## config.mk

```make
export PLATFORM = sky130hd
export DESIGN_NAME = ttl_score_entry_cache_flat
export DESIGN_NICKNAME = d
export VERILOG_FILES = /design/src/design/tsec_pkg.sv /design/src/design/tsec_req_if.sv /design/src/design/tsec_rsp_if.sv /design/src/design/ttl_score_entry_cache.sv /design/src/flat_wrapper.sv
export SDC_FILE = /design/constraint.sdc
export NUM_CORES = 2
export LEC_CHECK = 0
export BUFFER_PORTS_ARGS = -buffer_cell sky130_fd_sc_hd__buf_2
export CAP_MARGIN = 20
export CORE_MARGIN = 5
export CORE_UTILIZATION = 50
export DETAILED_ROUTE_END_ITERATION = 10
export PLACE_DENSITY_LB_ADDON = 0.08
export SETUP_SLACK_MARGIN = 0.15
export SLEW_MARGIN = 25
export SYNTH_ARGS = -nofsm -noshare
export SYNTH_HDL_FRONTEND = slang
export SYNTH_SLANG_ARGS = --single-unit
```

## constraint.sdc

```tcl
create_clock -name clk -period 18.2 [get_ports clk]
set_input_delay 2.73 -clock clk [delete_from_list [all_inputs] [get_ports clk]]
set_output_delay 2.73 -clock clk [all_outputs]
set_load 0.05 [all_outputs]
```

## src/design/tsec_pkg.sv

```systemverilog
// Shared types and constants for the TTL score entry cache.
// No dependencies; used by the top level and the testbench.
`default_nettype none

package tsec_pkg;

    localparam int ENTRIES    = 16;
    localparam int IDX_W      = 4;
    localparam int SCORE_BITS = 16;
    localparam int CNT_W      = 5;

    localparam logic [SCORE_BITS-1:0] SCORE_MAX = {SCORE_BITS{1'b1}};
    localparam logic [SCORE_BITS-1:0] SCORE_ONE = {{(SCORE_BITS-1){1'b0}}, 1'b1};
    localparam logic [IDX_W-1:0]      IDX_LAST  = IDX_W'(ENTRIES - 1);

    // request kinds
    localparam logic [2:0] K_ADD      = 3'd0;
    localparam logic [2:0] K_FIND     = 3'd1;
    localparam logic [2:0] K_MARK     = 3'd2;
    localparam logic [2:0] K_FLUSH1   = 3'd3;
    localparam logic [2:0] K_FLUSHALL = 3'd4;
    localparam logic [2:0] K_CLEANUP  = 3'd5;
    localparam logic [2:0] K_LOWEST   = 3'd6;
    localparam logic [2:0] K_UNKNOWN  = 3'd7;

    // result kinds
    localparam logic [1:0] RK_FINAL   = 2'd0;
    localparam logic [1:0] RK_FLUSH   = 2'd1;
    localparam logic [1:0] RK_RELEASE = 2'd2;

    // write policies
    localparam logic [1:0] WP_THROUGH  = 2'd1;
    localparam logic [1:0] WP_BACK     = 2'd2;
    localparam logic [1:0] WP_RESERVED = 2'd3;

    // register indexes
    localparam logic CFG_POLICY = 1'b0;
    localparam logic CFG_FLUSH  = 1'b1;

    // one memory row
    typedef struct packed {
        logic [31:0]           tag;
        logic [31:0]           life;
        logic [31:0]           expiry;
        logic [SCORE_BITS-1:0] score;
    } row_t;

endpackage

`default_nettype wire

```

## src/design/tsec_req_if.sv

```systemverilog
// Request channel: valid/ready handshake with the request fields.
// No dependencies.
`default_nettype none

interface tsec_req_if;
    logic        valid;
    logic        ready;
    logic [2:0]  kind;
    logic [31:0] key;
    logic [31:0] life_ms;
    logic [31:0] now;

    modport source (output valid, kind, key, life_ms, now, input ready);
    modport sink   (input valid, kind, key, life_ms, now, output ready);
endinterface

`default_nettype wire

```

## src/design/tsec_rsp_if.sv

```systemverilog
// Result channel: valid/ready handshake with the result fields.
// No dependencies.
`default_nettype none

interface tsec_rsp_if;
    logic        valid;
    logic        ready;
    logic [1:0]  result_kind;
    logic [31:0] entry_key;
    logic [3:0]  slot;
    logic        ok;
    logic [4:0]  flushed_total;
    logic [4:0]  occupancy;
    logic        last;

    modport source (output valid, result_kind, entry_key, slot, ok, flushed_total,
                    occupancy, last, input ready);
    modport sink   (input valid, result_kind, entry_key, slot, ok, flushed_total,
                    occupancy, last, output ready);
endinterface

`default_nettype wire

```

## src/design/ttl_score_entry_cache.sv

```systemverilog
// TTL score entry cache: one request at a time, slots walked in order.
// Each slot visit is a memory read (S_RD), then an update (S_EX); a result
// item holds the walk until the output register is free. An add that evicts
// walks the slots a second time to choose its victim.
// Reset clears valid/dirty bits, count, state, config and the output register; memory and payload registers are not.
`default_nettype none

module ttl_score_entry_cache (
    input  wire logic        clk,
    input  wire logic        rst_n,
    tsec_req_if.sink         req,
    tsec_rsp_if.source       rsp,
    input  wire logic        cfg_we,
    input  wire logic        cfg_index,
    input  wire logic [1:0]  cfg_data
);

    typedef enum logic [2:0] {S_IDLE, S_RD, S_EX, S_FIN, S_WR} state_t;

    state_t st_reg, st_next;
    logic [2:0]  op_reg, op_next;
    logic [31:0] key_reg, key_next, life_reg, life_next, now_reg, now_next;
    logic [tsec_pkg::IDX_W-1:0] idx_reg, idx_next, slot_reg, slot_next;
    logic [tsec_pkg::IDX_W-1:0] dslot_reg, dslot_next;
    logic ph_reg, ph_next, stop_reg, stop_next, sset_reg, sset_next;
    logic bset_reg, bset_next, dset_reg, dset_next, hit_reg, hit_next;
    logic evict_reg, evict_next;
    logic [tsec_pkg::SCORE_BITS-1:0] best_reg, best_next;
    logic [31:0] btag_reg, btag_next, dtag_reg, dtag_next;
    logic [tsec_pkg::CNT_W-1:0] total_reg, total_next, count_reg, count_next;
    logic [tsec_pkg::ENTRIES-1:0] valid_reg, valid_next, dirty_reg, dirty_next;
    logic [1:0] pol_reg;
    logic       fen_reg;

    // output register
    logic        ov_reg;
    logic [1:0]  o_kind_reg;
    logic [31:0] o_key_reg;
    logic [3:0]  o_slot_reg;
    logic        o_ok_reg, o_last_reg;
    logic [4:0]  o_total_reg, o_occ_reg;

    // entry memory
    tsec_pkg::row_t mem [tsec_pkg::ENTRIES];
    tsec_pkg::row_t rd_reg, mem_wd;
    logic mem_we;
    logic [tsec_pkg::IDX_W-1:0] mem_wa;

    // item emission
    logic em, can_emit;
    logic [1:0]  e_kind;
    logic [31:0] e_key;
    logic [3:0]  e_slot;
    logic        e_ok, e_last;
    logic [4:0]  e_total, e_occ;

    logic adv, v, d, expired, match, fok, exp_path, add_main, stopped;
    logic [tsec_pkg::SCORE_BITS-1:0] dec;

    assign can_emit = !ov_reg || rsp.ready;
    assign req.ready = (st_reg == S_IDLE);
    assign fok = ((pol_reg == tsec_pkg::WP_THROUGH) || (pol_reg == tsec_pkg::WP_BACK))
                 && fen_reg;
    assign v        = valid_reg[idx_reg];
    assign d        = dirty_reg[idx_reg];
    assign expired  = now_reg >= rd_reg.expiry;
    assign match    = rd_reg.tag == key_reg;
    assign dec      = (rd_reg.score != '0) ? rd_reg.score - 1'b1 : rd_reg.score;
    assign add_main = (op_reg == tsec_pkg::K_ADD) && !evict_reg;
    assign stopped  = add_main && stop_reg;
    assign exp_path = v && expired && !(d && !fok) && !stopped;

    // sequencer
    always_comb
    begin
        st_next = st_reg; op_next = op_reg; key_next = key_reg;
        life_next = life_reg; now_next = now_reg; idx_next = idx_reg;
        slot_next = slot_reg; dslot_next = dslot_reg; ph_next = ph_reg;
        stop_next = stop_reg; sset_next = sset_reg; bset_next = bset_reg;
        dset_next = dset_reg; hit_next = hit_reg; evict_next = evict_reg;
        best_next = best_reg; btag_next = btag_reg; dtag_next = dtag_reg;
        total_next = total_reg; count_next = count_reg;
        valid_next = valid_reg; dirty_next = dirty_reg;
        mem_we = 1'b0; mem_wa = idx_reg; mem_wd = rd_reg;
        em = 1'b0; e_kind = tsec_pkg::RK_FINAL; e_key = '0; e_slot = '0;
        e_ok = 1'b0; e_last = 1'b0; e_total = '0; e_occ = count_reg;
        adv = 1'b0;
        case (st_reg)
            S_IDLE:
            begin
                if (req.valid)
                begin
                    op_next = req.kind; key_next = req.key;
                    life_next = req.life_ms; now_next = req.now;
                    idx_next = '0; ph_next = 1'b0; stop_next = 1'b0;
                    sset_next = 1'b0; bset_next = 1'b0; dset_next = 1'b0;
                    hit_next = 1'b0; evict_next = 1'b0; total_next = '0;
                    slot_next = '0;
                    st_next = (req.kind > tsec_pkg::K_LOWEST) ? S_FIN : S_RD;
                end
            end
            S_RD:
                st_next = S_EX;
            S_EX:
            begin
                if ((add_main || op_reg == tsec_pkg::K_CLEANUP ||
                     op_reg == tsec_pkg::K_FIND) && exp_path)
                begin
                    // expired: flush if dirty, then release
                    em = 1'b1; e_key = rd_reg.tag; e_slot = idx_reg; e_ok = 1'b1;
                    if (d && !ph_reg)
                    begin
                        e_kind = tsec_pkg::RK_FLUSH;
                        if (can_emit)
                        begin
                            dirty_next[idx_reg] = 1'b0;
                            ph_next = 1'b1;
                        end
                    end
                    else
                    begin
                        e_kind = tsec_pkg::RK_RELEASE;
                        e_occ = count_reg - 1'b1;
                        if (can_emit)
                        begin
                            valid_next[idx_reg] = 1'b0;
                            dirty_next[idx_reg] = 1'b0;
                            count_next = count_reg - 1'b1;
                            ph_next = 1'b0;
                            adv = 1'b1;
                            if (add_main && !sset_reg)
                            begin
                                sset_next = 1'b1;
                                slot_next = idx_reg;
                            end
                        end
                    end
                end
                else
                begin
                    case (op_reg)
                        tsec_pkg::K_ADD, tsec_pkg::K_CLEANUP, tsec_pkg::K_LOWEST:
                        begin
                            if (op_reg == tsec_pkg::K_LOWEST || evict_reg)
                            begin
                                // lowest score scan
                                if (v && (op_reg == tsec_pkg::K_LOWEST || !d) &&
                                    (!bset_reg || rd_reg.score < best_reg))
                                begin
                                    bset_next = 1'b1; best_next = rd_reg.score;
                                    btag_next = rd_reg.tag; slot_next = idx_reg;
                                end
                                if (evict_reg && v && d && !dset_reg)
                                begin
                                    dset_next = 1'b1; dslot_next = idx_reg;
                                    dtag_next = rd_reg.tag;
                                end
                            end
                            else if (v)
                            begin
                                // decay, renew an expired entry kept dirty
                                mem_we = 1'b1;
                                mem_wd.score = dec;
                                if (expired && !stopped)
                                    mem_wd.expiry = now_reg + rd_reg.life;
                            end
                            else if (add_main && !stop_reg)
                            begin
                                stop_next = 1'b1; sset_next = 1'b1;
                                slot_next = idx_reg;
                            end
                            adv = 1'b1;
                        end
                        tsec_pkg::K_FIND:
                        begin
                            if (!v)
                                adv = 1'b1;
                            else
                            begin
                                mem_we = 1'b1;
                                if (expired)
                                    mem_wd.expiry = now_reg + rd_reg.life;
                                if (match)
                                begin
                                    if (rd_reg.score != tsec_pkg::SCORE_MAX)
                                        mem_wd.score = rd_reg.score + 1'b1;
                                    mem_wd.expiry = now_reg + rd_reg.life;
                                    em = 1'b1; e_key = key_reg; e_slot = idx_reg;
                                    e_ok = 1'b1; e_last = 1'b1;
                                    if (can_emit)
                                        st_next = S_IDLE;
                                end
                                else
                                begin
                                    mem_wd.score = dec;
                                    adv = 1'b1;
                                end
                            end
                        end
                        tsec_pkg::K_MARK, tsec_pkg::K_FLUSH1:
                        begin
                            if (v && match)
                            begin
                                hit_next = 1'b1; slot_next = idx_reg; st_next = S_FIN;
                            end
                            else
                                adv = 1'b1;
                        end
                        tsec_pkg::K_FLUSHALL:
                        begin
                            if (v && d && fok)
                            begin
                                em = 1'b1; e_kind = tsec_pkg::RK_FLUSH;
                                e_key = rd_reg.tag; e_slot = idx_reg; e_ok = 1'b1;
                                if (can_emit)
                                begin
                                    dirty_next[idx_reg] = 1'b0;
                                    total_next = total_reg + 1'b1;
                                    adv = 1'b1;
                                end
                            end
                            else
                                adv = 1'b1;
                        end
                        default:
                            adv = 1'b1;
                    endcase
                end
                if (adv)
                begin
                    if (idx_reg == tsec_pkg::IDX_LAST)
                        st_next = S_FIN;
                    else
                    begin
                        idx_next = idx_reg + 1'b1;
                        st_next = S_RD;
                    end
                end
            end
            S_FIN:
            begin
                em = 1'b1; e_last = 1'b1;
                case (op_reg)
                    tsec_pkg::K_ADD:
                    begin
                        if (!evict_reg)
                        begin
                            em = 1'b0;
                            if (sset_reg)
                                st_next = S_WR;
                            else
                            begin
                                evict_next = 1'b1; idx_next = '0; st_next = S_RD;
                            end
                        end
                        else if (bset_reg || (dset_reg && fok && ph_reg))
                        begin
                            // release the victim
                            e_last = 1'b0; e_kind = tsec_pkg::RK_RELEASE; e_ok = 1'b1;
                            e_key = bset_reg ? btag_reg : dtag_reg;
                            e_slot = bset_reg ? slot_reg : dslot_reg;
                            e_occ = count_reg - 1'b1;
                            if (can_emit)
                            begin
                                valid_next[e_slot] = 1'b0;
                                dirty_next[e_slot] = 1'b0;
                                count_next = count_reg - 1'b1;
                                slot_next = e_slot;
                                st_next = S_WR;
                            end
                        end
                        else if (dset_reg && fok)
                        begin
                            e_last = 1'b0; e_kind = tsec_pkg::RK_FLUSH; e_ok = 1'b1;
                            e_key = dtag_reg; e_slot = dslot_reg;
                            if (can_emit)
                            begin
                                dirty_next[dslot_reg] = 1'b0;
                                ph_next = 1'b1;
                            end
                        end
                        else
                        begin
                            e_key = key_reg;
                            if (can_emit)
                                st_next = S_IDLE;
                        end
                    end
                    tsec_pkg::K_MARK:
                    begin
                        if (hit_reg)
                        begin
                            e_key = key_reg; e_slot = slot_reg;
                        end
                        if (!hit_reg ||
                            !(pol_reg == tsec_pkg::WP_THROUGH || pol_reg == tsec_pkg::WP_BACK))
                        begin
                            if (can_emit)
                                st_next = S_IDLE;
                        end
                        else if (pol_reg == tsec_pkg::WP_THROUGH && fok && !ph_reg)
                        begin
                            e_kind = tsec_pkg::RK_FLUSH; e_ok = 1'b1; e_last = 1'b0;
                            if (can_emit)
                            begin
                                dirty_next[slot_reg] = 1'b0;
                                ph_next = 1'b1;
                            end
                        end
                        else
                        begin
                            e_ok = (pol_reg == tsec_pkg::WP_BACK) || ph_reg;
                            if (can_emit)
                            begin
                                if (!ph_reg)
                                    dirty_next[slot_reg] = 1'b1;
                                st_next = S_IDLE;
                            end
                        end
                    end
                    tsec_pkg::K_FLUSH1:
                    begin
                        if (hit_reg)
                        begin
                            e_key = key_reg; e_slot = slot_reg;
                            e_ok = !dirty_reg[slot_reg];
                        end
                        if (hit_reg && dirty_reg[slot_reg] && fok)
                        begin
                            e_kind = tsec_pkg::RK_FLUSH; e_ok = 1'b1; e_last = 1'b0;
                            if (can_emit)
                                dirty_next[slot_reg] = 1'b0;
                        end
                        else if (can_emit)
                            st_next = S_IDLE;
                    end
                    tsec_pkg::K_FLUSHALL, tsec_pkg::K_CLEANUP:
                    begin
                        e_ok = 1'b1; e_total = total_reg;
                        if (can_emit)
                            st_next = S_IDLE;
                    end
                    tsec_pkg::K_LOWEST:
                    begin
                        if (bset_reg)
                        begin
                            e_ok = 1'b1; e_key = btag_reg; e_slot = slot_reg;
                        end
                        if (can_emit)
                            st_next = S_IDLE;
                    end
                    default:
                    begin
                        if (can_emit)
                            st_next = S_IDLE;
                    end
                endcase
            end
            S_WR:
            begin
                // install the new entry
                em = 1'b1; e_key = key_reg; e_slot = slot_reg; e_ok = 1'b1;
                e_last = 1'b1; e_occ = count_reg + 1'b1;
                if (can_emit)
                begin
                    mem_we = 1'b1; mem_wa = slot_reg;
                    mem_wd.tag = key_reg; mem_wd.life = life_reg;
                    mem_wd.expiry = now_reg + life_reg;
                    mem_wd.score = tsec_pkg::SCORE_ONE;
                    valid_next[slot_reg] = 1'b1;
                    dirty_next[slot_reg] = 1'b0;
                    count_next = count_reg + 1'b1;
                    st_next = S_IDLE;
                end
            end
            default:
                st_next = S_IDLE;
        endcase
    end

    // entry memory, registered read
    always_ff @(posedge clk)
    begin
        if (mem_we)
            mem[mem_wa] <= mem_wd;
        if (st_reg == S_RD)
            rd_reg <= mem[idx_reg];
    end

    // payload registers
    always_ff @(posedge clk)
    begin
        op_reg <= op_next; key_reg <= key_next; life_reg <= life_next;
        now_reg <= now_next; idx_reg <= idx_next; slot_reg <= slot_next;
        dslot_reg <= dslot_next; best_reg <= best_next; btag_reg <= btag_next;
        dtag_reg <= dtag_next;
    end

    // control state, output register and configuration
    always_ff @(posedge clk or negedge rst_n)
    begin
        if (!rst_n)
        begin
            st_reg <= S_IDLE; ph_reg <= 1'b0; stop_reg <= 1'b0; sset_reg <= 1'b0;
            bset_reg <= 1'b0; dset_reg <= 1'b0; hit_reg <= 1'b0; evict_reg <= 1'b0;
            total_reg <= '0; count_reg <= '0; valid_reg <= '0; dirty_reg <= '0;
            pol_reg <= '0; fen_reg <= 1'b0; ov_reg <= 1'b0;
            o_kind_reg <= '0; o_key_reg <= '0; o_slot_reg <= '0; o_ok_reg <= 1'b0;
            o_total_reg <= '0; o_occ_reg <= '0; o_last_reg <= 1'b0;
        end
        else
        begin
            st_reg <= st_next; ph_reg <= ph_next; stop_reg <= stop_next;
            sset_reg <= sset_next; bset_reg <= bset_next; dset_reg <= dset_next;
            hit_reg <= hit_next; evict_reg <= evict_next; total_reg <= total_next;
            count_reg <= count_next; valid_reg <= valid_next; dirty_reg <= dirty_next;
            if (em && can_emit)
            begin
                ov_reg <= 1'b1;
                o_kind_reg <= e_kind; o_key_reg <= e_key; o_slot_reg <= e_slot;
                o_ok_reg <= e_ok; o_total_reg <= e_total; o_occ_reg <= e_occ;
                o_last_reg <= e_last;
            end
            else if (rsp.ready)
                ov_reg <= 1'b0;
            if (cfg_we)
            begin
                if (cfg_index == tsec_pkg::CFG_POLICY)
                    pol_reg <= cfg_data;
                else if (cfg_index == tsec_pkg::CFG_FLUSH)
                    fen_reg <= cfg_data[0];
            end
        end
    end

    assign rsp.valid         = ov_reg;
    assign rsp.result_kind   = o_kind_reg;
    assign rsp.entry_key     = o_key_reg;
    assign rsp.slot          = o_slot_reg;
    assign rsp.ok            = o_ok_reg;
    assign rsp.flushed_total = o_total_reg;
    assign rsp.occupancy     = o_occ_reg;
    assign rsp.last          = o_last_reg;

endmodule

`default_nettype wire

```

## src/flat_wrapper.sv

```systemverilog
// flat-port wrapper written by rule: the top's interface ports become plain ports
module ttl_score_entry_cache_flat 
  (clk, rst_n, cfg_we, cfg_index, cfg_data, req_valid, req_kind, req_key, req_life_ms, req_now, req_ready, rsp_valid, rsp_result_kind, rsp_entry_key, rsp_slot, rsp_ok, rsp_flushed_total, rsp_occupancy, rsp_last, rsp_ready);
  tsec_req_if req_i ();
  tsec_rsp_if rsp_i ();
  input  wire logic clk;
  input  wire logic rst_n;
  input  wire logic cfg_we;
  input  wire logic cfg_index;
  input  wire logic [1:0] cfg_data;
  input wire logic [$bits(req_i.valid)-1:0] req_valid;
  input wire logic [$bits(req_i.kind)-1:0] req_kind;
  input wire logic [$bits(req_i.key)-1:0] req_key;
  input wire logic [$bits(req_i.life_ms)-1:0] req_life_ms;
  input wire logic [$bits(req_i.now)-1:0] req_now;
  output wire logic [$bits(req_i.ready)-1:0] req_ready;
  output wire logic [$bits(rsp_i.valid)-1:0] rsp_valid;
  output wire logic [$bits(rsp_i.result_kind)-1:0] rsp_result_kind;
  output wire logic [$bits(rsp_i.entry_key)-1:0] rsp_entry_key;
  output wire logic [$bits(rsp_i.slot)-1:0] rsp_slot;
  output wire logic [$bits(rsp_i.ok)-1:0] rsp_ok;
  output wire logic [$bits(rsp_i.flushed_total)-1:0] rsp_flushed_total;
  output wire logic [$bits(rsp_i.occupancy)-1:0] rsp_occupancy;
  output wire logic [$bits(rsp_i.last)-1:0] rsp_last;
  input wire logic [$bits(rsp_i.ready)-1:0] rsp_ready;
  assign req_i.valid = req_valid;
  assign req_i.kind = req_kind;
  assign req_i.key = req_key;
  assign req_i.life_ms = req_life_ms;
  assign req_i.now = req_now;
  assign req_ready = req_i.ready;
  assign rsp_valid = rsp_i.valid;
  assign rsp_result_kind = rsp_i.result_kind;
  assign rsp_entry_key = rsp_i.entry_key;
  assign rsp_slot = rsp_i.slot;
  assign rsp_ok = rsp_i.ok;
  assign rsp_flushed_total = rsp_i.flushed_total;
  assign rsp_occupancy = rsp_i.occupancy;
  assign rsp_last = rsp_i.last;
  assign rsp_i.ready = rsp_ready;
  ttl_score_entry_cache u_core (.clk(clk), .rst_n(rst_n), .req(req_i), .rsp(rsp_i), .cfg_we(cfg_we), .cfg_index(cfg_index), .cfg_data(cfg_data));
endmodule
```

==> results.cfg <==
[pwr]
peakVddDrop_mv = 0.107
power_leakage_uw = 0.0334
powerDensity_nw_per_um2 = 159

[cts]
clockRootBuffer = clkbuf_16
post_cts_buffers = 0
htree_levels = 4
path_clk_slew_ps = 60
clock_latency_ps = 870
ctsLongestPathBuffers = 3
cts_tree = yes
clkSinkCount = 2201
cts_hold_buf = 0
cts_resized = 0
cts_inserted_buffers = 219

[synthesis]
yosysTopAreaCell = edfxtp_1
synth_cells = 4918
synth_fp_nets = 5147
synth.most_common_cell = edfxtp_1
seq_area_frac_synth_pct = 72.0
syn_area_um2 = 91100
synthTopCellsByCount = 2,095 x edfxtp_1, 570 x mux4_2, 360 x nand2_1
syn_avg_cell_area_um2 = 18.5
ys_ff_latch = 2201
synth-async-reset-ratio_pct = 4.82
yosys-top-cells-area = edfxtp_1 69%, mux4_2 14%, dfrtp_1 2.9%, ha_1 1.6%, nand2_1 1.5%
synthFlopType = edfxtp_1
ys.warnings.count = 0
synth_edf_count = 2095
synth.distinct_cells = 88
synth_top_area_share_pct = 69.0

[detailed_routing]
wl_um = 237000
ant_nets = 0
viasPerCell = 6.34
drt_pass1_iterations = 8
drc = 0
route.detailed.wl_per_inst_um = 30.7
drtIter0Drc = 5542
vias = 48900

[global_routing]
grt_pass1_wl_um = 345000
grt_pass1_vias = 49000
grt_max_degree = 113
grt_antenna_before_repair = 1
overflow = 0
grt.total_usage_pct = 24.6

[floorplan]
die_y_um = 437
rows = 156
start_util_pct = 50.4
die_area_um2 = 191000
die_w_um = 437
core-area_um2 = 181000
ios = 159

[final_layout]
final_area_um2 = 102000
syn_to_final_growth_pct = 12.0
instances_no_fill = 7702
fill_cells = 13700
drive_above_1_share_pct = 22.7
antenna_cells = 0
fin_nets = 5382
largest_reg_flops = 1792

[worst_setup_path]
worstSetupStartpointType = flip-flop
cp.arrival_ps = 7030
cp_data_required_time_ps = 18650
path_class = reg -> reg
cp-end-kind = flip-flop
crit_path_max_fanout = 63
reg2reg_depth = 12

[timing]
clock.fmax_ghz = 0.152
skew_ps = 59.3
maxSlewHeadroom_pct = 27.4
rsz0062_at_grt = no
setup_tns_ps = 0
finalHoldViolations = 0
worst_slew_pin_slew_ps = 1090
setup_violations = 0
slew_violations = 0
period_minus_slack_ps = 6570
hold-worst-slack_ps = 469
fin_crit_sh_pct = 36.1
timing.final.ws_setup_ps = 11630

[place]
placed_cells = 7299
port_buffers = 158
place_ws_ps = 11020
hpwl_um = 131000
place_area_um2 = 95100
gp_congestion = 0.894

[outcome]
status = complete, no violations

[run]
maxCapViolations = 0

[min_path]
min_path_type = reg -> reg
min_path_cells = 2
## cell families after synthesis
group | count (synthesis) | share of synthesized area [%]
multiplexers | 593 | 14.4
flip-flops | 2201 | 72.0
AND/OR/NAND/NOR | 814 | 4.02
XOR/XNOR | 108 | 1.04
buffers and inverters | 362 | 1.55
AO/OA/AOI/OAI | 718 | 5.38
adder cells (fa/ha/maj) | 122 | 1.69
## layout by cell type, fill, tap and decap left out, types with 97 or more instances in the layout
| master | n |
|---|---|
| buf_4 | 97 |
| buf_2 | 158 |
| clkbuf_16 | 219 |
| ha_1 | 120 |
| nor2_1 | 176 |
| o21ai_0 | 152 |
| nand2_1 | 359 |
| inv_1 | 99 |
| dfrtp_1 | 106 |
| edfxtp_1 | 2095 |
| mux4_2 | 570 |
| a21oi_1 | 130 |
## final timing paths
check	start	endpoint	slack, ps
setup reg to reg	u_core.idx_reg[1]$_SDFFCE_PN0P_	u_core.mem[12][39]$_DFFE_PP_	11630
min in group asynchronous	rst_n	u_core.sset_reg$_DFFE_PN0P_	1920
hold / removal	u_core.rsp.occupancy[1]$_DFFE_PN0P_	u_core.rsp.occupancy[1]$_DFFE_PN0P_	470
hold reg to reg	u_core.rsp.occupancy[1]$_DFFE_PN0P_	u_core.rsp.occupancy[1]$_DFFE_PN0P_	470
setup / recovery	u_core.idx_reg[1]$_SDFFCE_PN0P_	u_core.mem[12][39]$_DFFE_PP_	11630
max in group asynchronous	rst_n	u_core.rsp.entry_key[0]$_DFFE_PN0P_	14920
## report_power, final
part           internal (µW)  leakage [µW]  switching [µW]
Sequential              6690        0.0204             376
Clock                   2390       0.00333            1930
Combinational           1890       0.00970            2910
## stage by stage
stage,utilization [%],power (µW)
global placement,52.5,11900
CTS,56.4,16300
global route,56.4,16900
detailed placement,52.6,12000
floorplan,-,10400
finish,56.4,16200
## layout make-up
| cell class | instances | area [µm²] | share of cell area [%] |
|---|---|---|---|
| tap | 2370 | 2970 | 2.91 |
| multi-input combinational | 2355 | 24400 | 23.9 |
| clock buffer | 271 | 5700 | 5.58 |
| sequential | 2201 | 65600 | 64.2 |
| inverter | 102 | 388 | 0.380 |
| timing repair buffer | 274 | 1900 | 1.86 |
| clock inverter | 129 | 1170 | 1.15 |
## worst max-delay path, cell delays in order, from the launching register on
cell and delay (ps):
edfxtp_1 600, buf_4 820, mux4_2 460, o22ai_1 330, a211oi_1 80, o2111ai_1 90, o21bai_4 310, nand2_1 190
nor2_1 440, a32oi_1 460, nor2_4 960, buf_4 510, buf_4 840
## routing by layer
layer,up-vias,global-route usage (%),part of all wire [%]
li1,20600,-,-
met1,26000,36.3,43
met2,1876,39.6,48
met3,344,3.56,6.4
met4,0,5.53,2.2
met5,-,0,0
No activity file was read; power rests on OpenSTA's default activity.
